### src/ils_pkg.sv
// Package with the types and constants of the indexed list store.
`default_nettype none

package ils_pkg;

	localparam int DEPTH_DEF = 64;
	localparam int ITEM_W    = 64;
	localparam int POS_W     = 6;
	localparam int LEN_W     = 7;

	// Command codes.
	typedef enum logic [1:0] {
		OP_APPEND = 2'd0,
		OP_GET    = 2'd1,
		OP_SET    = 2'd2,
		OP_POP    = 2'd3
	} op_t;

	// Result status codes.
	typedef enum logic [1:0] {
		ST_OK    = 2'd0,
		ST_RANGE = 2'd1,
		ST_FULL  = 2'd2
	} status_t;

	// Sequencer states.
	typedef enum logic [2:0] {
		S_IDLE,
		S_EXEC,
		S_GET_WAIT,
		S_POP_TAKE,
		S_SHIFT,
		S_RESP
	} state_t;

	typedef struct packed {
		op_t               cmd;
		logic [POS_W-1:0]  position;
		logic [ITEM_W-1:0] item_in;
	} cmd_item_t;

	typedef struct packed {
		logic [ITEM_W-1:0] item_out;
		logic [LEN_W-1:0]  length;
		status_t           status;
	} res_item_t;

	// Handshake between the sequencer and the result register.
	typedef struct packed {
		logic      load;
		res_item_t item;
	} res_load_t;

endpackage

`default_nettype wire

### src/ils_mem.sv
// Item memory: one write port and one read port with registered read data.
`default_nettype none

module ils_mem import ils_pkg::*; #(
	parameter int DEPTH = DEPTH_DEF,
	parameter int AW    = $clog2(DEPTH)
) (
	input  wire logic              clk,
	input  wire logic              we,
	input  wire logic [AW-1:0]     waddr,
	input  wire logic [ITEM_W-1:0] wdata,
	input  wire logic [AW-1:0]     raddr,
	output logic      [ITEM_W-1:0] rdata
);

	logic [ITEM_W-1:0] mem_q [DEPTH];
	logic [ITEM_W-1:0] rdata_q;

	// Write port.
	always_ff @(posedge clk) begin
		if (we) begin
			mem_q[waddr] <= wdata;
		end
	end

	// Read port, data valid in the cycle after the address.
	always_ff @(posedge clk) begin
		rdata_q <= mem_q[raddr];
	end

	assign rdata = rdata_q;

endmodule

`default_nettype wire

### config.mk
export PLATFORM = sky130hd
export DESIGN_NAME = ils_mem
export DESIGN_NICKNAME = d
export VERILOG_FILES = /design/src/ils_pkg.sv /design/src/ils_mem.sv
export SDC_FILE = /design/constraint.sdc
export NUM_CORES = 2
export LEC_CHECK = 0
export BUFFER_PORTS_ARGS = -buffer_cell sky130_fd_sc_hd__clkbuf_2
export CAP_MARGIN = 20
export CORE_AREA = 2 2 563 565
export CTS_CLUSTER_SIZE = 14
export DETAILED_ROUTE_END_ITERATION = 10
export DIE_AREA = 0 0 565 567
export PLACE_DENSITY = 0.65
export SETUP_SLACK_MARGIN = 0.15
export SYNTH_ARGS = -nofsm -noshare
export SYNTH_HDL_FRONTEND = slang
export SYNTH_SLANG_ARGS = --single-unit
### constraint.sdc
create_clock -name clk -period 6.8 [get_ports clk]
set_input_delay 0.68 -clock clk [delete_from_list [all_inputs] [get_ports clk]]
set_output_delay 0.68 -clock clk [all_outputs]
set_load 0.005 [all_outputs]
==> flow_metrics.py <==
metrics = {
    "detailed_routing": {
        "top_layer": "met5",
        "routed_wl_mm": 420,
        "route.vias.total": 75568,
        "wl_met3_mm": 42.3,
        "route.detailed.drc": 0,
        "met1_length_mm": 162,
        "wl_met2_mm": 202,
        "wl_per_cell_um": 36.4,
        "ant_nets": 0,
        "dr.pass1.iters": 5,
        "initialDrtViolationCount": 11657,
        "viasPerCell": 6.55,
    },
    "setup_path": {
        "startpoint_type": "primary input",
        "critical_path.startpoint": "raddr[3]",
        "crit_chain": "clkbuf_2, nor2b_4, buf_4, buf_4, a22oi_1, and3_1, a211oi_1",
        "cp.required_ns": 7.59,
        "reg2reg_from": "mem_q[58][38]$_DFFE_PP_",
        "reg2reg_slack_ns": 4.65,
        "r2r-end": "rdata[38]$_DFF_P_",
        "worstSetupEndpointType": "flop",
        "slowest_stage": "buf_4",
        "critical_path_class": "primary input to flop",
        "ff2ff_path_depth": 5,
        "cp.depth": 7,
        "path_max_fanout": 48,
        "crit_arrival_ns": 4.03,
        "critPathMostFrequentCell": "buf_4",
        "slowest_delay_ns": 0.80,
        "cpLargestDelayFamily": "buffers and inverters",
        "worst-path-buf-inv": 3,
    },
    "timing": {
        "hold_viol": 0,
        "tightest_slew_ns": 1.22,
        "final.setup_skew_ns": 0.0571,
        "setup_viol": 0,
        "min_period_ns": 3.25,
        "fmax_ghz": 0.308,
        "layout_worst_path_cycle_share_pct": 47.7,
        "maxSlewHeadroom_pct": 18.5,
        "rsz0062_at_grt": "no",
        "drv_slew": 0,
        "tns_ns": 0,
    },
    "final_layout": {
        "layout_common_cells": "edfxtp_1 (4096), mux4_2 (1024), clkbuf_16 (409), a22oi_1 (168), buf_4 (143)",
        "n_fill_cell": 22578,
        "nNetsFinal": 7110,
        "final_common_cell": "edfxtp_1",
        "fin_area_um2": 177000,
        "area_growth_pct": 13.5,
        "drive_above_1_share_pct": 28.4,
    },
    "placed_design": {
        "io_buffers": 141,
        "gp_congestion": 0.794,
        "hpwl_mm": 214,
        "postPlaceCellArea_um2": 163000,
    },
    "yosys": {
        "yosysSeqAreaShare_pct": 79.5,
        "synthArstFlopShare_pct": 0,
        "postSynthCellCount": 6598,
        "yosys.cell_types.count": 33,
        "ys.flop_type": "edfxtp_1",
        "synth_nets": 6676,
        "syn_avg_cell_area_um2": 23.7,
        "synth_edf_count": 4096,
        "yosysWarnings": 0,
        "syn_area_um2": 156000,
        "ys_ff_latch": 4160,
    },
    "global_route": {
        "grt-ovfl-total": 0,
        "grt.total_usage_pct": 26.2,
        "grt_max_degree": 115,
        "antenna_found_initial": 22,
        "grt_pass1_wl_mm": 585,
        "grt_pass1_vias": 75322,
    },
    "clock_network": {
        "cts_tree": "yes",
        "cts_root_buffer": "clkbuf_16",
        "ctsResizeCount": 0,
        "cts.sinks": 4160,
        "cts_max_level": 5,
        "cts_buffers": 407,
        "clock_latency_ns": 0.93,
        "holdBufCountCts": 0,
        "clk_pin_slew_ns": 0.06,
        "cts_setup_buffers": 0,
        "clockBufferDepth": 4,
    },
    "worst_hold_path": {
        "min_from": "wdata[18]",
        "min_path_cells": 1,
        "worstHoldPathType": "primary input to flop",
        "hold_end": "mem_q[34][18]$_DFFE_PP_",
    },
    "floorplanning": {
        "die_h_um": 567,
        "num_io_pins": 142,
        "core_area_um2": 314000,
        "initial_core_util_pct": 49.8,
        "rows": 206,
        "die-area_um2": 320000,
        "die_w_um": 565,
    },
    "power_and_ir_drop": {
        "vdd_drop_max_v": 0.000300,
        "p_per_area_nw_per_um2": 299,
        "p_leak_nw": 55.3,
    },
    "run": {
        "maxCapViolCount": 0,
    },
    "outcome": {
        "status": "complete, no violations",
    },
}
[stage by stage]
| step | worst slack, ns | utilization [%] | power, W | std cells | hold WS, ns |
|---|---|---|---|---|---|
| after floorplan | 0.684 | - | 0.0303 | 6598 | 0.779 |
| after global placement | 2.69 | 52.0 | 0.0314 | 10725 | 0.826 |
| after detailed placement | 2.68 | 52.0 | 0.0315 | 10729 | 0.826 |
| after CTS | 3.65 | 56.1 | 0.0532 | 11470 | 0.343 |
| after global routing | 3.54 | 56.5 | 0.0543 | 11530 | 0.00918 |
| final | 3.55 | 56.5 | 0.0530 | 11538 | 0.0337 |
[routing by layer]
layer  global-route usage (%)  vias up
met1                     37.5    41092
met3                     4.82      663
met5                        0        -
li1                         -    29388
met4                     7.62        8
met2                     41.5     4417
[how the worst max path moves through the flow]
stage | slack [ns] | to
2_1_floorplan | 0.68 | mem_q[48][0]$_DFFE_PP_
3_3_place_gp | 2.69 | rdata[38]$_DFF_P_
3_5_place_dp | 2.68 | rdata[38]$_DFF_P_
4_1_cts | 3.65 | rdata[38]$_DFF_P_
5_1_grt | 3.54 | rdata[29]$_DFF_P_
6_report | 3.55 | rdata[13]$_DFF_P_
[synthesized netlist by cell type (all sizes together) (3+ instances only)]
| library cell | instances | share of area, % |
|---|---|---|
| a211oi | 63 | 0.30 |
| a22o | 88 | 0.49 |
| a22oi | 168 | 0.81 |
| a2bb2oi | 19 | 0.11 |
| a31oi | 18 | 0.072 |
| a41oi | 26 | 0.15 |
| and2 | 3 | 0.012 |
| and3 | 64 | 0.26 |
| buf | 230 | 0.80 |
| clkbuf | 140 | 0.34 |
| dfxtp | 64 | 0.82 |
| edfxtp | 4096 | 79 |
| inv | 19 | 0.046 |
| mux2i | 135 | 0.86 |
| mux4 | 1024 | 15 |
| nand2 | 58 | 0.14 |
| nand2b | 11 | 0.044 |
| nand3 | 45 | 0.14 |
| nor2 | 112 | 0.27 |
| nor2b | 28 | 0.11 |
| o221ai | 38 | 0.21 |
| o22ai | 83 | 0.33 |
| or2 | 28 | 0.11 |
| or3 | 29 | 0.12 |
[state kept, by name, summed over array words and instances (netlist names)]
signal	flops
mem_q	4096
rdata	64
[cell families after synthesis]
group           count (synthesis)  synth area share, %
buf+inv                       389                 1.18
mux                          1159                 15.6
flops                        4160                 79.5
simple gates                  386                 1.24
compound gates                504                 2.48
[report_power, final]
part           total (W)  switching, W  internal (W)
logic            0.00244       0.00150      0.000943
registers         0.0285      0.000133        0.0284
clock network     0.0220       0.00949        0.0126
total             0.0530        0.0111        0.0419
[layout make-up]
cell class              instances  area, um^2  share of cell area [%]
flip-flops and latches       4160      124000                    70.0
multi-input cells            2049       30800                    17.4
clock buffers                 520       10800                    6.11
well taps                    4160        5200                    2.93
repair buffers                395        4080                    2.30
clock inverters               221        2120                    1.20
inverters                      19        71.3                  0.0402
diodes                         14        35.0                  0.0197
(Power assumes the default switching activity.)
