File: src/ils_pkg.sv
// Package with the types and constants of the indexed list store.
`default_nettype none

package ils_pkg;

	localparam int DEPTH_DEF = 64;
	localparam int ITEM_W    = 64;
	localparam int POS_W     = 6;
	localparam int LEN_W     = 7;

	// Command codes.
	typedef enum logic [1:0] {
		OP_APPEND = 2'd0,
		OP_GET    = 2'd1,
		OP_SET    = 2'd2,
		OP_POP    = 2'd3
	} op_t;

	// Result status codes.
	typedef enum logic [1:0] {
		ST_OK    = 2'd0,
		ST_RANGE = 2'd1,
		ST_FULL  = 2'd2
	} status_t;

	// Sequencer states.
	typedef enum logic [2:0] {
		S_IDLE,
		S_EXEC,
		S_GET_WAIT,
		S_POP_TAKE,
		S_SHIFT,
		S_RESP
	} state_t;

	typedef struct packed {
		op_t               cmd;
		logic [POS_W-1:0]  position;
		logic [ITEM_W-1:0] item_in;
	} cmd_item_t;

	typedef struct packed {
		logic [ITEM_W-1:0] item_out;
		logic [LEN_W-1:0]  length;
		status_t           status;
	} res_item_t;

	// Handshake between the sequencer and the result register.
	typedef struct packed {
		logic      load;
		res_item_t item;
	} res_load_t;

endpackage

`default_nettype wire

File: src/ils_ctrl.sv
// Command sequencer with the shared index incrementer and comparator.
`default_nettype none

module ils_ctrl import ils_pkg::*; #(
	parameter int DEPTH = DEPTH_DEF,
	parameter int AW    = $clog2(DEPTH)
) (
	input  wire logic              clk,
	input  wire logic              arst_n,
	input  wire logic              cmd_valid,
	output logic                   cmd_stall,
	input  wire cmd_item_t         cmd_item,
	input  wire logic              res_free,
	output res_load_t              res_load,
	output logic                   mem_we,
	output logic      [AW-1:0]     mem_waddr,
	output logic      [ITEM_W-1:0] mem_wdata,
	output logic      [AW-1:0]     mem_raddr,
	input  wire logic [ITEM_W-1:0] mem_rdata
);

	localparam int CW = $clog2(DEPTH + 1);
	localparam int XW = (CW > POS_W) ? CW : POS_W;

	state_t            state_q, state_d;
	logic [CW-1:0]     cnt_q, cnt_d;
	logic [CW-1:0]     ptr_q, ptr_d;
	logic [AW-1:0]     wr_q, wr_d;
	op_t               op_q;
	logic [XW-1:0]     pos_q;
	logic [ITEM_W-1:0] val_q;
	logic [ITEM_W-1:0] rslt_q, rslt_d;
	status_t           stat_q, stat_d;

	logic [XW-1:0] inc_a, inc_y;
	logic [XW-1:0] cmp_a;
	logic          cmp_lt;
	logic          full;
	logic          accept;

	assign accept    = cmd_valid && !cmd_stall;
	assign cmd_stall = (state_q != S_IDLE);
	assign full      = (cnt_q == CW'(DEPTH));

	// Shared index unit: one incrementer and one compare against the count.
	assign inc_a  = (state_q == S_EXEC) ? pos_q : XW'(ptr_q);
	assign inc_y  = inc_a + XW'(1);
	assign cmp_a  = (state_q == S_EXEC) ? pos_q : XW'(ptr_q);
	assign cmp_lt = (cmp_a < XW'(cnt_q));

	// Control registers.
	always_ff @(posedge clk or negedge arst_n) begin
		if (!arst_n) begin
			state_q <= S_IDLE;
			cnt_q   <= '0;
		end else begin
			state_q <= state_d;
			cnt_q   <= cnt_d;
		end
	end

	// Command and working registers.
	always_ff @(posedge clk) begin
		if (accept) begin
			op_q  <= cmd_item.cmd;
			pos_q <= XW'(cmd_item.position);
			val_q <= cmd_item.item_in;
		end
		ptr_q  <= ptr_d;
		wr_q   <= wr_d;
		rslt_q <= rslt_d;
		stat_q <= stat_d;
	end

	// Next state, memory control and result hand-off.
	always_comb begin
		state_d       = state_q;
		cnt_d         = cnt_q;
		ptr_d         = ptr_q;
		wr_d          = wr_q;
		rslt_d        = rslt_q;
		stat_d        = stat_q;
		mem_we        = 1'b0;
		mem_waddr     = wr_q;
		mem_wdata     = mem_rdata;
		mem_raddr     = AW'(ptr_q);
		res_load.load = 1'b0;
		res_load.item = '{item_out: rslt_q, length: LEN_W'(cnt_q), status: stat_q};

		unique case (state_q)
			S_IDLE: begin
				if (accept) begin
					rslt_d  = '0;
					stat_d  = ST_OK;
					state_d = S_EXEC;
				end
			end
			S_EXEC: begin
				state_d = S_RESP;
				if (op_q == OP_APPEND) begin
					if (full) begin
						stat_d = ST_FULL;
					end else begin
						mem_we    = 1'b1;
						mem_waddr = AW'(cnt_q);
						mem_wdata = val_q;
						cnt_d     = cnt_q + CW'(1);
					end
				end else if (!cmp_lt) begin
					stat_d = ST_RANGE;
				end else begin
					mem_raddr = AW'(pos_q);
					unique case (op_q)
						OP_GET: begin
							state_d = S_GET_WAIT;
						end
						OP_SET: begin
							mem_we    = 1'b1;
							mem_waddr = AW'(pos_q);
							mem_wdata = val_q;
						end
						OP_POP: begin
							ptr_d   = CW'(inc_y);
							wr_d    = AW'(pos_q);
							state_d = S_POP_TAKE;
						end
						default: begin
							state_d = S_RESP;
						end
					endcase
				end
			end
			S_GET_WAIT: begin
				rslt_d  = mem_rdata;
				state_d = S_RESP;
			end
			S_POP_TAKE: begin
				rslt_d = mem_rdata;
				if (cmp_lt) begin
					ptr_d   = CW'(inc_y);
					state_d = S_SHIFT;
				end else begin
					cnt_d   = cnt_q - CW'(1);
					state_d = S_RESP;
				end
			end
			S_SHIFT: begin
				// Write back the entry read last cycle, one place lower.
				mem_we = 1'b1;
				wr_d   = wr_q + AW'(1);
				if (cmp_lt) begin
					ptr_d = CW'(inc_y);
				end else begin
					cnt_d   = cnt_q - CW'(1);
					state_d = S_RESP;
				end
			end
			S_RESP: begin
				if (res_free) begin
					res_load.load = 1'b1;
					state_d       = S_IDLE;
				end
			end
			default: begin
				state_d = S_IDLE;
			end
		endcase
	end

endmodule

`default_nettype wire

File: config.mk
export PLATFORM = sky130hd
export DESIGN_NAME = ils_ctrl
export DESIGN_NICKNAME = d
export VERILOG_FILES = /design/src/ils_pkg.sv /design/src/ils_ctrl.sv
export SDC_FILE = /design/constraint.sdc
export NUM_CORES = 1
export LEC_CHECK = 0
export BUFFER_PORTS_ARGS = -buffer_cell sky130_fd_sc_hd__buf_2
export CAP_MARGIN = 25
export CORE_ASPECT_RATIO = 1.4
export CORE_MARGIN = 4
export CORE_UTILIZATION = 48
export CTS_CLUSTER_SIZE = 30
export DETAILED_ROUTE_END_ITERATION = 10
export PLACE_DENSITY = 0.75
export RECOVER_POWER = 100
export SLEW_MARGIN = 40
export SYNTH_ARGS = -nofsm -noshare
export SYNTH_HDL_FRONTEND = slang
export SYNTH_SLANG_ARGS = --single-unit
File: constraint.sdc
create_clock -name clk -period 17.4 [get_ports clk]
set_input_delay 1.74 -clock clk [delete_from_list [all_inputs] [get_ports clk]]
set_output_delay 1.74 -clock clk [all_outputs]
set_load 0.02 [all_outputs]
==> impl.org <==
** Run status
- Status :: complete, but fails checks
- The final reports fail on capacitance limit, slew limit.

** Global route
- Largest net degree at the start of global routing :: 73
- Global routing used between 20% and 30% of the available tracks across all layers.
- GRT Residual Overflow :: 0
- The number of antenna violations at the first check in global routing is 2.
- The first global-routing pass estimated 35,030 µm of wire.
- Number of global-route vias before repair :: 6,323

** Clock network
- The later pin in the worst-skew pair is clocked with a latency of 0.41 ns.
- TritonCTS clock tree :: yes
- Clock-pin slew was measured on the worst setup and hold paths at 0.06 ns.
- Once the clock tree was built, the resizer swapped 0 gates to a different size.
- The number of setup buffers added after CTS is 0.
- Total clock sinks :: 161
- Hold Buf Count CTS :: 0
- Buffers inserted during clock tree synthesis total 17.
- Number of buffers on the longest clock path :: 2
- The tree is rooted in a sky130_fd_sc_hd__clkbuf_16.
- CTS built an H-tree with a depth of 4.

** STA
- Setup repair after global routing left no endpoint under its margin.
- Upper clock frequency limit :: approximately 110 MHz
- For the pin with the worst max-slew slack, the measured transition is 4.230 ns.
- Number of max-slew violations in the final report :: 270
- Final setup violation count :: 0
- The count of endpoints failing hold in the final timing report was 0.
- The worst path needs 9.376 ns of the cycle, external delays included.
- Setup total negative slack on the finished layout was measured at 0 ns.
- On the final layout, the worst clock skew is 0.008083 ns.
- Slew HR :: -182.0%
- Dividing the final minimum period by the clock period gives 53.89%.

** Setup path
- On the worst path, the slowest cell contributes a delay of 2.07 ns.
- Slowest stage cell, crit path :: sky130_fd_sc_hd__clkbuf_1
- Maximum fanout encountered on the critical timing path :: 36
- Category of cells accounting for the largest share of critical-path delay :: buffers and inverters
- Tracing the worst setup path back leads to its startpoint at state_q[2].
- Critical path required time :: 15.66 ns
- Critical path data arrival time :: ~7.6 ns
- Counting both buffers and inverters, the worst setup path holds a total of 3.
- Startpoint type of the worst setup path :: register
- Reg2reg start :: state_q[2]
- Walking the worst path, the cells encountered are or3b_1 -> mux2i_1 -> inv_1 -> ha_1 -> a21oi_1 -> nor2_1 -> a2111oi_0 -> and4_1 -> clkbuf_1 -> mux2i_1 -> a211oi_1 -> clkbuf_1.
- Critical path class :: reg2out
- STA classifies the critical path endpoint as a primary output.

** Min path
- In this run the worst hold path is classified as reg2reg.
- In this run the most critical hold path is launched from cnt_q[6].

** Drt
- Final Routed Wirelength :: 23,600 µm
- DRC errors left :: 0
- Iteration-0 DRC count of the detailed router :: approximately 470
- Post-detailed-route via-to-cell ratio :: between 5 and 6
- Iteration count of the initial detailed-routing pass :: 5
- Post-detailed-route count of antenna-violating nets :: 0
- The final route contains 6,485 vias.
- Routed length per instance :: between 15 and 20 µm

** Pwr
- Share of power burned in registers :: approximately a third
- The analysis attributes to net switching a power of 0.7557 mW.
- In this run the static leakage power is 3.714 nW.
- Switching Share :: between 40 and 50%
- Worst supply voltage drop on vdd :: 115.8 µV
- Combinational cell fraction of total power :: 44.9%
- For this design the ratio of total power to cell area is 175.8 nW/µm².
- The internal portion of the total power is 1.043 mW.
- Part of the total power dissipated in the clock network :: around 21%

** Synth
- The share of the Yosys chip area taken by registers is 57.34%.
- Number of warnings reported in the yosys synthesis log :: 0
- Post-synthesis cell count :: ~670
- Number of flops mapped to enable cells by yosys :: 151
- Mean Syn Cell Area :: between 10 and 15 µm²
- When the netlist entered floorplanning its net count stood at 826.
- Post-synth cell types :: 46
- Most numerous cell in the Yosys netlist :: sky130_fd_sc_hd__edfxtp_1
- Counting flops with an async set or reset pin after synthesis yields a share of roughly 6.2%.
- Biggest area consumer among synthesized cells :: sky130_fd_sc_hd__edfxtp_1
- Counting flops and latches in the post-synthesis netlist gives 161.
- For this run, the leading register cell type out of synthesis is sky130_fd_sc_hd__edfxtp_1.
- The mapped netlist covers ~8300 µm².
- Fraction of synthesized cell area taken by the top area cell type :: 54.34%
- Counting instances in the post-synthesis netlist gives the leading cell types as sky130_fd_sc_hd__edfxtp_1, sky130_fd_sc_hd__nor2_1, sky130_fd_sc_hd__a21oi_1, sky130_fd_sc_hd__mux2i_1, sky130_fd_sc_hd__and2_1.
- Main area contributors after synthesis :: sky130_fd_sc_hd__edfxtp_1, sky130_fd_sc_hd__mux2i_1, sky130_fd_sc_hd__and2_1, sky130_fd_sc_hd__a211oi_2, sky130_fd_sc_hd__a21oi_1

** Final layout
- Post-route insts no fill :: 1,198
- Summing all multi-input logic gate instances after layout gives 3238 µm².
- The filler cells instantiated in the layout total 1,495.
- Compared with the post-synthesis result, the final layout area differs by 22.63%.
- Area taken by flip-flops and latches :: 4785 µm²
- Fraction of final layout cells sized beyond drive strength 1 :: between 10% and 20%
- For this run, the post-layout net count is between 1,000 and 1,500.

** Place
- Routability-driven placement finished with a final weighted congestion of roughly 0.9.
- Including well taps, the total number of placed cells is 1,163.
- Buffers added on ports :: 291
- The wire-length estimate of the detail-placed layout is between 15,000 and 20,000 µm.

** Die
- Floorplan die width :: 119.4 µm
- Pin placement for this block handled 292 I/O pins.
- The die covers between 15,000 and 20,000 µm².
- Measured along the y axis, the die boundary spans 164.0 µm.
- Core ar. :: 16,890 µm²
- Floorplan row count :: 56
- Once the floorplan was initialized, standard cells occupied 49.41% of the core.

** Job
- Max Cap Violations :: 6
==> cell usage in the layout, fill, tap and decap left out, types with 2 or more instances in the layout <==
cell	n
sky130_fd_sc_hd__a211oi_1	40
sky130_fd_sc_hd__a211oi_2	21
sky130_fd_sc_hd__a21boi_0	3
sky130_fd_sc_hd__a21o_1	3
sky130_fd_sc_hd__a21oi_1	68
sky130_fd_sc_hd__a222oi_1	2
sky130_fd_sc_hd__a22o_1	4
sky130_fd_sc_hd__a31oi_1	5
sky130_fd_sc_hd__and2_0	26
sky130_fd_sc_hd__and2_1	40
sky130_fd_sc_hd__buf_2	109
sky130_fd_sc_hd__buf_4	4
sky130_fd_sc_hd__bufinv_16	2
sky130_fd_sc_hd__clkbuf_1	188
sky130_fd_sc_hd__clkbuf_16	17
sky130_fd_sc_hd__clkinv_2	3
sky130_fd_sc_hd__clkinv_4	2
sky130_fd_sc_hd__clkinvlp_4	2
sky130_fd_sc_hd__dfrtp_1	10
sky130_fd_sc_hd__diode_2	3
sky130_fd_sc_hd__edfxtp_1	151
sky130_fd_sc_hd__ha_1	13
sky130_fd_sc_hd__inv_1	13
sky130_fd_sc_hd__inv_6	3
sky130_fd_sc_hd__inv_8	2
sky130_fd_sc_hd__mux2_2	15
sky130_fd_sc_hd__mux2i_1	68
sky130_fd_sc_hd__nand2_1	22
sky130_fd_sc_hd__nand3_1	6
sky130_fd_sc_hd__nor2_1	71
sky130_fd_sc_hd__nor2b_1	2
sky130_fd_sc_hd__nor3_1	2
sky130_fd_sc_hd__nor4_1	2
sky130_fd_sc_hd__o21ai_0	9
sky130_fd_sc_hd__o22ai_1	2
sky130_fd_sc_hd__xnor2_1	9
sky130_fd_sc_hd__xor2_1	6
==> layout make-up <==
type | instances | area share [%]
Sequential cell | 161 | 46.76
Timing Repair Buffer | 300 | 12.48
Inverter | 13 | 0.4769
Tap cell | 232 | 2.837
Antenna cell | 3 | 0.07337
Clock inverter | 14 | 1.528
Multi-Input combinational cell | 457 | 31.65
Clock buffer | 18 | 4.194
==> through the flow <==
step	setup WS [ns]	hold slack (ns)	power, mW	cell area (µm²)	util (%)
floorplan	11.02	0.5596	1.214	8344	-
global placement	11.14	0.5172	1.443	9955	58.95
detailed placement	11.07	0.5066	1.454	9958	58.97
CTS	10.59	0.5240	1.831	10540	62.44
global route	7.459	0.5640	1.908	10230	60.58
finish	8.024	0.5315	1.799	10230	60.60
==> power by group through the flow <==
stage	Combinational [mW]	Clock, mW	Sequential [mW]
after floorplan	0.568	0	0.647
after global placement	0.828	0	0.615
after detailed placement	0.838	0	0.616
after CTS	0.843	0.379	0.609
after global routing	0.881	0.397	0.630
final	0.807	0.371	0.620
==> logic make-up (layout without fill, tap and decap cells) <==
group | count (synthesis) | in the layout | share of synthesized area (%)
AO/OA/AOI/OAI | 163 | 163 | 14.30
XOR/XNOR | 15 | 15 | 1.574
adder cells (fa/ha/maj) | 14 | 14 | 2.189
buffers and inverters | 54 | 345 | 3.494
flip-flops | 161 | 161 | 57.34
multiplexers | 84 | 84 | 10.36
other | 0 | 3 | 0
AND/OR/NAND/NOR | 181 | 181 | 10.74
==> layer usage <==
layer | vias up | part of all wire (%) | track usage [%]
met5 | - | 0 | 0
met4 | 0 | 3.2 | 9.901
met3 | 49 | 5.6 | 5.167
met2 | 270 | 53 | 41.86
met1 | 3088 | 38 | 27.14
li1 | 3078 | - | -
==> worst reg2reg max path, stage by stage, from the launching register on <==
cell and delay, ns:
sky130_fd_sc_hd__dfrtp_1 0.50, sky130_fd_sc_hd__or3b_1 0.64, sky130_fd_sc_hd__nor2_1 1.38, sky130_fd_sc_hd__clkbuf_1 1.89, sky130_fd_sc_hd__nand3_1 0.76, sky130_fd_sc_hd__o2111a_1 0.37
==> flip-flops by register name (all words and copies together), names as in the netlist <==
| register | flops |
|---|---|
| ptr_q | 7 |
| rslt_q | 64 |
| val_q | 64 |
| state_q | 3 |
| cnt_q | 7 |
| pos_q | 6 |
| op_q | 2 |
| wr_q | 6 |
| stat_q | 2 |
==> worst paths after layout <==
kind                                  to  slack, ns  cells past startpoint
setup / recovery           mem_wdata[62]       8.02                     12
hold / removal                  cnt_q[6]       0.53                      1
setup reg to reg               stat_q[0]      11.62                      5
hold reg to reg                 cnt_q[6]       0.53                      1
max in group asynchronous     state_q[2]      15.74                      1
min in group asynchronous       cnt_q[2]       1.29                      1
Note: power is estimated with default switching activity, not from simulation.
